**config.mk**
```make
export PLATFORM = sky130hd
export DESIGN_NAME = telnet_option_negotiator_top
export DESIGN_NICKNAME = d
export VERILOG_FILES = /design/src/rtl/ton_pkg.sv /design/src/rtl/ton_decode.sv /design/src/rtl/telnet_option_negotiator_top.sv
export SDC_FILE = /design/constraint.sdc
export NUM_CORES = 1
export LEC_CHECK = 0
export BUFFER_PORTS_ARGS = -buffer_cell sky130_fd_sc_hd__buf_2
export CAP_MARGIN = 10
export CORE_MARGIN = 1.5
export CORE_UTILIZATION = 50
export DETAILED_ROUTE_END_ITERATION = 10
export PLACE_DENSITY = 0.84
export SKIP_CTS_REPAIR_TIMING = 1
export SYNTH_ARGS = -nofsm -noshare
export SYNTH_HDL_FRONTEND = slang
export SYNTH_SLANG_ARGS = --single-unit
```
**constraint.sdc**
```tcl
create_clock -name clk -period 2.25 [get_ports clk]
set_input_delay 0.3375 -clock clk [delete_from_list [all_inputs] [get_ports clk]]
set_output_delay 0.3375 -clock clk [all_outputs]
set_load 0.005 [all_outputs]
```
**src/rtl/ton_pkg.sv**
```systemverilog
// Package: telnet byte codes, parser stage type and shared structs.
package ton_pkg;

  localparam logic [7:0] B_IAC    = 8'd255;
  localparam logic [7:0] B_DONT   = 8'd254;
  localparam logic [7:0] B_DO     = 8'd253;
  localparam logic [7:0] B_WONT   = 8'd252;
  localparam logic [7:0] B_WILL   = 8'd251;
  localparam logic [7:0] B_SB     = 8'd250;
  localparam logic [7:0] B_SE     = 8'd240;
  localparam logic [7:0] B_CMD_LO = 8'd236;
  localparam logic [7:0] B_CMD_HI = 8'd249;
  localparam logic [7:0] O_BINARY = 8'd0;
  localparam logic [7:0] O_ECHO   = 8'd1;
  localparam logic [7:0] O_SGA    = 8'd3;
  localparam logic [7:0] O_TTYPE  = 8'd24;
  localparam logic [7:0] O_NAWS   = 8'd31;
  localparam logic [7:0] Q_SEND   = 8'd1;

  localparam int OUT_W = 32;

  typedef enum logic [2:0] {
    ST_HUNT    = 3'd0,
    ST_CMD     = 3'd1,
    ST_OPT     = 3'd2,
    ST_SEND_Q  = 3'd3,
    ST_WAIT_SE = 3'd4
  } stage_t;

  // Negotiation state carried from byte to byte.
  typedef struct packed {
    stage_t     stage;
    logic [7:0] pending;
    logic       binary;
    logic       sga_done;
    logic       echo_done;
    logic       will_bin_done;
  } neg_state_t;

  // One result, packed lowest field in the lowest bits.
  typedef struct packed {
    logic [2:0] pad;
    logic       binary_active;
    logic       send_terminal_type;
    logic       send_window_size;
    logic [7:0] reply_opt;
    logic [7:0] reply_cmd;
    logic       reply_valid;
    logic [7:0] data_byte;
    logic       data_valid;
  } result_t;

endpackage

```
**src/rtl/ton_decode.sv**
```systemverilog
// Per-byte IAC parser: next state and result from current state and byte.
module ton_decode (
  input  logic [7:0]          rx_byte,
  input  ton_pkg::neg_state_t st,
  output ton_pkg::neg_state_t st_nxt,
  output ton_pkg::result_t    res
);

  always_comb begin
    st_nxt = st;
    res    = '0;
    case (st.stage)
      ton_pkg::ST_CMD: begin
        if (rx_byte == ton_pkg::B_IAC ||
            (rx_byte >= ton_pkg::B_CMD_LO && rx_byte <= ton_pkg::B_CMD_HI)) begin
          st_nxt.stage = ton_pkg::ST_HUNT;
        end else begin
          st_nxt.pending = rx_byte;
          st_nxt.stage   = ton_pkg::ST_OPT;
        end
      end
      ton_pkg::ST_OPT: begin
        st_nxt.stage = ton_pkg::ST_HUNT;
        if (st.pending == ton_pkg::B_DONT) begin
          if (rx_byte == ton_pkg::B_IAC) begin
            st_nxt.stage = ton_pkg::ST_CMD;
          end else begin
            res.reply_valid = 1'b1;
            res.reply_cmd   = ton_pkg::B_WONT;
            res.reply_opt   = rx_byte;
          end
        end else if (st.pending == ton_pkg::B_DO) begin
          res.reply_valid = 1'b1;
          res.reply_opt   = rx_byte;
          res.reply_cmd   = ton_pkg::B_WILL;
          if (rx_byte == ton_pkg::O_BINARY) begin
            st_nxt.binary = 1'b1;
          end else if (rx_byte == ton_pkg::O_SGA) begin
            st_nxt.sga_done = 1'b1;
          end else if (rx_byte == ton_pkg::O_NAWS) begin
            res.send_window_size = 1'b1;
          end else if (rx_byte != ton_pkg::O_TTYPE) begin
            res.reply_cmd = ton_pkg::B_WONT;
          end
        end else if (st.pending == ton_pkg::B_WILL) begin
          if (rx_byte == ton_pkg::O_ECHO) begin
            if (!st.echo_done) begin
              res.reply_valid  = 1'b1;
              res.reply_cmd    = ton_pkg::B_DO;
              res.reply_opt    = rx_byte;
              st_nxt.echo_done = 1'b1;
            end
          end else if (rx_byte == ton_pkg::O_BINARY) begin
            if (!st.will_bin_done) begin
              res.reply_valid      = 1'b1;
              res.reply_cmd        = ton_pkg::B_DO;
              res.reply_opt        = rx_byte;
              st_nxt.will_bin_done = 1'b1;
            end
          end else if (rx_byte == ton_pkg::O_SGA) begin
            if (!st.sga_done) begin
              res.reply_valid = 1'b1;
              res.reply_cmd   = ton_pkg::B_DO;
              res.reply_opt   = rx_byte;
              st_nxt.sga_done = 1'b1;
            end
          end else begin
            res.reply_valid = 1'b1;
            res.reply_cmd   = ton_pkg::B_DONT;
            res.reply_opt   = rx_byte;
          end
        end else if (st.pending == ton_pkg::B_WONT) begin
          res.reply_valid = 1'b1;
          res.reply_cmd   = ton_pkg::B_DONT;
          res.reply_opt   = rx_byte;
        end else if (st.pending == ton_pkg::B_SB) begin
          if (rx_byte == ton_pkg::O_TTYPE) begin
            st_nxt.stage = ton_pkg::ST_SEND_Q;
          end
        end
      end
      ton_pkg::ST_SEND_Q: begin
        st_nxt.stage = (rx_byte == ton_pkg::Q_SEND) ? ton_pkg::ST_WAIT_SE : ton_pkg::ST_HUNT;
      end
      ton_pkg::ST_WAIT_SE: begin
        if (rx_byte == ton_pkg::B_SE) begin
          res.send_terminal_type = 1'b1;
          st_nxt.stage           = ton_pkg::ST_HUNT;
        end
      end
      default: begin
        // hunting; stray stage codes behave the same
        if (rx_byte != ton_pkg::B_IAC) begin
          res.data_valid = 1'b1;
          res.data_byte  = rx_byte;
        end else begin
          st_nxt.stage = ton_pkg::ST_CMD;
        end
      end
    endcase
    res.binary_active = st_nxt.binary;
  end

endmodule

```
**src/rtl/telnet_option_negotiator_top.sv**
```systemverilog
// Top level: telnet option negotiator, one received byte in, one result out.
//
//  channel | dir | ports                          | payload
//  --------+-----+--------------------------------+-------------------------------
//  in      | in  | in_tvalid in_tready in_tdata   | [7:0] rx_byte
//  out     | out | out_tvalid out_tready out_tdata| see out_tdata port comment
//
// One byte per clock sustained while out_tready is high; out_tvalid rises once an
// accepted byte has passed the input register, the single parse step and the
// result register; the state update is committed when a byte moves on.
// rst_n (synchronous, active low) clears both valid flags and all parser state.
// With out_tready low the result holds, and one more request can still be
// taken into the input register before in_tready drops.
module telnet_option_negotiator_top (
  input  logic        clk,
  input  logic        rst_n,
  input  logic        in_tvalid,
  output logic        in_tready,
  input  logic [7:0]  in_tdata,   // [7:0] rx_byte
  output logic        out_tvalid,
  input  logic        out_tready,
  // [0] data_valid, [8:1] data_byte, [9] reply_valid, [17:10] reply_cmd,
  // [25:18] reply_opt, [26] send_window_size, [27] send_terminal_type,
  // [28] binary_active, [31:29] zero
  output logic [ton_pkg::OUT_W-1:0] out_tdata
);

  // input register
  logic       a_valid_r, a_valid_nxt;
  logic [7:0] a_byte_r;
  // parser state
  ton_pkg::neg_state_t st_r, st_nxt, st_dec;
  // result register
  logic              out_valid_r, out_valid_nxt;
  ton_pkg::result_t  out_data_r, res_dec;

  logic a_move;   // input register hands its byte to the result register
  logic in_take;

  assign a_move  = a_valid_r && (!out_valid_r || out_tready);
  assign in_take = in_tvalid && in_tready;
  assign in_tready = !a_valid_r || a_move;

  ton_decode u_decode (
    .rx_byte (a_byte_r),
    .st      (st_r),
    .st_nxt  (st_dec),
    .res     (res_dec)
  );

  always_comb begin
    a_valid_nxt   = in_take ? 1'b1 : (a_move ? 1'b0 : a_valid_r);
    out_valid_nxt = a_move ? 1'b1 : ((out_valid_r && out_tready) ? 1'b0 : out_valid_r);
    st_nxt        = a_move ? st_dec : st_r;
  end

  always_ff @(posedge clk) begin
    if (!rst_n) begin
      a_valid_r   <= 1'b0;
      out_valid_r <= 1'b0;
      st_r        <= '{stage: ton_pkg::ST_HUNT, pending: 8'd0, binary: 1'b0,
                       sga_done: 1'b0, echo_done: 1'b0, will_bin_done: 1'b0};
    end else begin
      a_valid_r   <= a_valid_nxt;
      out_valid_r <= out_valid_nxt;
      st_r        <= st_nxt;
    end
  end

  // payload registers, no reset
  always_ff @(posedge clk) begin
    if (in_take) begin
      a_byte_r <= in_tdata;
    end
    if (a_move) begin
      out_data_r <= res_dec;
    end
  end

  assign out_tvalid = out_valid_r;
  assign out_tdata  = out_data_r;

endmodule

```
### Word level (Yosys, flattened, before mapping)

Cells that the tools add are included.

| word-level totals | value |
|---|---|
| register bits after elaboration | 54 |
| bits in latches | 0 |
| memory bits (writable) | 0 |
| memory bits (read-only) | 0 |
| input bits | 12 |
| memories | 0 |

| operators by class | value |
|---|---|
| add/sub/neg operators | 0 |
| multiply operators | 0 |
| div/mod/pow operators | 0 |
| order comparisons | 2 |
| eq/ne operators | 20 |
| shifts and indexed selects | 0 |
| muxes and demuxes | 47 |
| bitwise operators | 6 |
| reductions and logical operators | 21 |

Operators with widths:

| cell | count |
|---|---|
| 2-to-1 mux 17 bit | 11 |
| equality test 8 bit, second input constant | 7 |
| 2-to-1 mux 3 bit | 9 |
| 2-to-1 mux 8 bit | 3 |
| 2-to-1 mux 1 bit | 17 |
| equality test 8 x 5 -> 1 bit, second input constant | 2 |
| one-hot mux 3 bit (4 select lines) | 1 |
| OR reduction 5 bit | 2 |
| equality test 8 x 1 -> 1 bit, second input constant | 1 |
| equality test 8 x 2 -> 1 bit, second input constant | 1 |
| >= comparator 8 bit, second input constant | 1 |
| less-or-equal comparator 8 bit, second input constant | 1 |
| zero test 8 bit | 1 |
| 2-to-1 mux 2 bit | 4 |
| 2-to-1 mux 4 bit | 2 |
| inequality test 8 x 5 -> 1 bit, second input constant | 1 |
| inequality test 8 bit, second input constant | 1 |
| AND reduction 7 bit | 1 |
| equality test 3 x 2 -> 1 bit, second input constant | 2 |
| NOT 1 bit | 6 |
| AND reduction 3 bit | 2 |
| AND reduction 6 bit | 1 |
| nonzero test 2 bit | 3 |
| inequality test 5 bit, second input constant | 1 |
| 8 further kinds | 15 |

### Logic depth before layout (Yosys ltp)

| depth | value |
|---|---|
| depth after elaboration | 8 |
| mapped depth | 7 |
| mapped depth without buffers | 5 |

### Modules after synthesis

From an unflattened synthesis, not the netlist that was laid out.

| unflattened totals | value |
|---|---|
| cells, all modules | 257 |
| area, all modules | 2866.5 um2 |

By module, submodules not included:

| module | times used | cells an instance | area an instance (um2) | sequential area each (um2) |
|---|---|---|---|---|
| telnet_option_negotiator_top | 1 | 114 | 1898.1 | 1541.5 |
| ton_decode | 1 | 143 | 968.4 | 0.0 |

### Worst setup path after synthesis

Ideal clock, no wire load.

| timing path | value |
|---|---|
| path type | register to register |
| start point | register a_byte_r[0] |
| end point | register out_data_r, in the netlist out_tdata[11] (data pin) |
| setup time | 0.146 ns |
| arrival time | 1.605 ns |
| data required time | 2.104 ns |
| setup slack | 0.498 ns |
| cell stages (with the launch flop) | 6 |
| clock period less this slack | 1.752 ns |
| cells stage by stage | edfxtp_1 -> or2_1 -> a2111oi_1 -> o21ai_1 -> a211o_1 -> a21oi_1 |

| on the way | value |
|---|---|
| longest elaborated chain between the ends | 7 |
| elaborated cells between the ends (all ways) | 15 |

Ends and longest elaborated chain:

| item | line | text |
|---|---|---|
| start, declared | telnet_option_negotiator_top.sv:30 | `logic [7:0] a_byte_r;` |
| start signal, assigned | telnet_option_negotiator_top.sv:73 | `a_byte_r <= in_tdata;` |
| equality test 8 x 2 -> 1 bit or inequality test 8 x 5 -> 1 bit (tied branches) | ton_decode.sv:38, ton_decode.sv:60, ton_decode.sv:42 |  |
| 2-to-1 mux 17 bit or 2-to-1 mux 3 bit (tied branches) | ton_decode.sv:60, ton_decode.sv:42 |  |
| 2-to-1 mux 17 bit or 2-to-1 mux 8 bit (tied branches) | ton_decode.sv:53, ton_decode.sv:40 |  |
| 2-to-1 mux 17 bit or 2-to-1 mux 8 bit (tied branches) | ton_decode.sv:46, ton_decode.sv:38 |  |
| 2-to-1 mux 17 bit or 2-to-1 mux 8 bit (tied branches) | ton_decode.sv:45, ton_decode.sv:36 |  |
| 2-to-1 mux 17 bit (*) | ton_decode.sv:32 | `end else if (st.pending == ton_pkg::B_DO) begin` |
| 2-to-1 mux 17 bit (*) | ton_decode.sv:24 | `if (st.pending == ton_pkg::B_DONT) begin` |
| end signal, assigned | telnet_option_negotiator_top.sv:76 | `out_data_r <= res_dec;` |
| end, declared | telnet_option_negotiator_top.sv:35 | `ton_pkg::result_t out_data_r, res_dec;` |

Every way passes the cells marked *; elsewhere a longest branch is shown, timed or not.
A chain may end at the register's enable or synchronous reset.

### Final worst setup path

| timing path | value |
|---|---|
| start point | register a_byte_r[2] |
| end point | register st_r[12] (netlist bit) |

| on the way | value |
|---|---|
| longest elaborated chain between the ends | 8 |
| elaborated cells between the ends (all ways) | 15 |

Ends and longest elaborated chain:

| item | line | text |
|---|---|---|
| equality test 8 x 5 -> 1 bit | ton_decode.sv:77 | `if (rx_byte == ton_pkg::O_TTYPE) begin` |
| 2-to-1 mux 2 bit | ton_decode.sv:77 |  |
| 2-to-1 mux 2 bit | ton_decode.sv:76 | `end else if (st.pending == ton_pkg::B_SB) begin` |
| 2-to-1 mux 3 bit | ton_decode.sv:72 | `end else if (st.pending == ton_pkg::B_WONT) begin` |
| 2-to-1 mux 3 bit | ton_decode.sv:45 | `end else if (st.pending == ton_pkg::B_WILL) begin` |
| 2-to-1 mux 3 bit | ton_decode.sv:32 |  |
| 2-to-1 mux 3 bit | ton_decode.sv:24 |  |
| one-hot mux 3 bit (4 select lines) | ton_decode.sv:12 | `case (st.stage)` |
| end signal, assigned | telnet_option_negotiator_top.sv:61 | `st_r <= '{stage: ton_pkg::ST_HUNT, pending: 8'd0, binary: 1'b0,` |
| end signal, assigned | telnet_option_negotiator_top.sv:66 | `st_r <= st_nxt;` |
| end, declared | telnet_option_negotiator_top.sv:32 | `ton_pkg::neg_state_t st_r, st_nxt, st_dec;` |

Parallel ways exist; a longest one is shown, timed or not.

==> out/metrics.cfg <==
[timing]
fin_crit_ns=1.98
fin_hold_ws_ns=0.204
tns_ns=0
fin_crit_sh_pct=88.1
rsz0062_at_grt=no
max_freq_ghz=0.504
timing.final.hold_violations=0
tightest_slew_ns=0.587
setup_viol=0
clock_skew_ns=0.00683
drv_slew=0
slew_headroom_pct=60.6

[clock_tree]
cts.path.max_buffers=2
path_clk_slew_ns=0.09
clkSinkCount=49
cts-root-buf=clkbuf_8
insertion_delay_ns=0.30
cts_buffers=5
cts_tree=built
cts_max_level=2

[detailed_routing]
via_per_inst=5.63
drc_errors=5
vias=1727
wl_per_cell_um=14.7
drtIter0Drc=164
drt-total-wl_um=4520
drt.antenna.violating_nets=0
firstDrtPassIters=8

[critical_path]
r2r_start=a_byte_r[2]
crit_required_ns=2.48
cp-end-kind=register
crit_type=register to register
cp_max_fo=12
r2r_slack_ns=0.27
crit_buf_inv=0
start_kind=register
crit_arrival_ns=2.21
critPathTopFamily=compound AO/OA/AOI/OAI gates
cpPeakStageDelay_ns=0.62
slowest_stage=edfxtp_1
worstPathCellList=nand4_2 -> or2_1 -> o311ai_0 -> o211ai_1 -> a32oi_1
reg2regPathDepth=5
r2r-end=st_r[12]

[global_routing]
grt_use_total_pct=18.7
antenna_found_initial=0
grt_pass1_wl_um=7300
grt_pass1_vias=1525
grt_max_degree=28
grt-ovfl-total=0

[final_layout]
multi_input_area_um2=900
register_area_mm2=0.00130
syn_to_final_growth_pct=13.7
fill_cells=376
final_cell_mix=buf_2, edfxtp_1, nand2_1, dfxtp_1, nand3_1
final_common_cell=buf_2
drive_gt1_share_pct=26.3
antenna_cells=0
final_nets=266

[power]
intPower_mw=1.37
p_sw_mw=0.380
p_leak_nw=0.953
p_per_area_mw_per_mm2=656
ir_worst_vdd_mv=0.410
pwr-share-comb_pct=5.9
p_seq_share_pct=58.0
clkPwrFrac_pct=36.0
switching_share_pct=21.8

[status]
outcome=finished, violations left
violations=design-rule violations

[die]
dieArea_mm2=0.00510
ios=46
die_w_um=71.4
num_rows=24
die_y_um=71.4
initial_core_util_pct=52.7
fp.coreArea_mm2=0.00444

[min_path]
min_to=a_byte_r[5]
worstHoldStart=in_tdata[5]
hold_path_class=input pin to register
hold_depth=1

[placement]
dpl.hpwl_um=3360
numPortBuffers=42
place_congestion=1.03

[synth]
synthCells=218
synth-edff-count=32
synth_area_per_cell_um2=10.7
ys_seq_elements=49
synth_cell_type_count=52
synthArstFlopShare_pct=0
syn_area_mm2=0.00234
ys_warn_count=0
synthFlopType=edfxtp_1
yosysSeqAreaShare_pct=55.6

[run]
drv_cap=0

==> flip-flops by register name, summed over array words and instances (netlist names) <==
register    count
a_byte_r        8
a_valid_r       1
out_tdata      24
out_tvalid      1
st_r           15
==> routing by layer <==
metal	share of wire [%]	GRT usage, %
met1	45	24.3
met2	48	30.0
met3	5.6	3.94
met4	2.3	8.97
met5	0	0
==> synth_stat cells (all sizes together), types with 2 or more instances <==
library cell / instances / area share (%)
nor2: 7 / 1.1
nand3b: 2 / 0.64
buf: 15 / 4.4
or3: 2 / 0.53
nor3b: 3 / 1.4
edfxtp: 32 / 41
nand4: 6 / 2.8
or2: 3 / 0.80
nand3: 12 / 2.6
inv: 4 / 0.64
xnor2: 2 / 0.75
o21a: 5 / 1.6
clkbuf: 8 / 1.3
a2111oi: 2 / 1.6
nand2b: 2 / 0.53
dfxtp: 17 / 15
a211oi: 2 / 0.85
and2: 11 / 2.9
o21ai: 13 / 2.8
nor3: 5 / 1.1
a21o: 2 / 0.64
a21oi: 5 / 1.1
nor2b: 4 / 1.1
nand2: 24 / 3.8
and3: 11 / 2.9
nor4: 3 / 0.80
==> per-stage QoR <==
| step | power (mW) | area, um2 | instances | utilization [%] | setup WS (ns) |
|---|---|---|---|---|---|
| 2_1_floorplan | 1.09 | 2350 | 220 | - | 0.498 |
| 3_3_place_gp | 1.13 | 2550 | 299 | 57.4 | 0.361 |
| 3_5_place_dp | 1.14 | 2550 | 299 | 57.4 | 0.299 |
| 4_1_cts | 1.75 | 2660 | 307 | 59.9 | 0.270 |
| 5_1_grt | 1.81 | 2660 | 307 | 59.9 | 0.0651 |
| 6_report | 1.75 | 2660 | 307 | 59.9 | 0.267 |
==> kinds of logic after synthesis <==
family,count (synthesis),synth area share [%]
other,1,0.160
and+or+nand+nor,97,23.8
buffers and inverters,27,6.36
muxes,2,0.908
xor gates and xnor gates,2,0.748
DFF,49,55.6
AOI/OAI and AO/OA,40,12.5
==> power by group through the flow <==
| stage | Sequential (mW) | Combinational [mW] | Clock, mW |
|---|---|---|---|
| 2_1_floorplan | 1.03 | 0.0687 | 0 |
| 3_3_place_gp | 1.03 | 0.101 | 0 |
| 3_5_place_dp | 1.03 | 0.104 | 0 |
| 4_1_cts | 1.01 | 0.104 | 0.636 |
| 5_1_grt | 1.02 | 0.113 | 0.680 |
| 6_report | 1.01 | 0.104 | 0.629 |
==> worst register-to-register path, stage by stage, from the launching register on <==
cell      delay, ns
edfxtp_1       0.62
nand4_2        0.21
or2_1          0.37
o311ai_0       0.31
o211ai_1       0.16
a32oi_1        0.23
==> layout make-up <==
class                   count  area share, %
flip-flops and latches     49           48.8
multi-input cells         144           33.8
repair buffers             50           10.1
clock buffers               5           2.58
well taps                  52           2.44
clock inverters             3           1.64
inverters                   4          0.564
==> how the worst max path moves through the flow <==
stage	endpoint	slack, ns	cells after the start	startpoint
after floorplan	out_tdata[11]	0.50	5	a_byte_r[0]
after global placement	st_r[12]	0.36	5	a_byte_r[4]
after detailed placement	st_r[12]	0.30	5	a_byte_r[4]
after CTS	st_r[12]	0.27	5	a_byte_r[2]
after global routing	st_r[12]	0.07	5	a_byte_r[4]
final	st_r[12]	0.27	5	a_byte_r[2]
No activity file was read; power rests on OpenSTA's default activity.
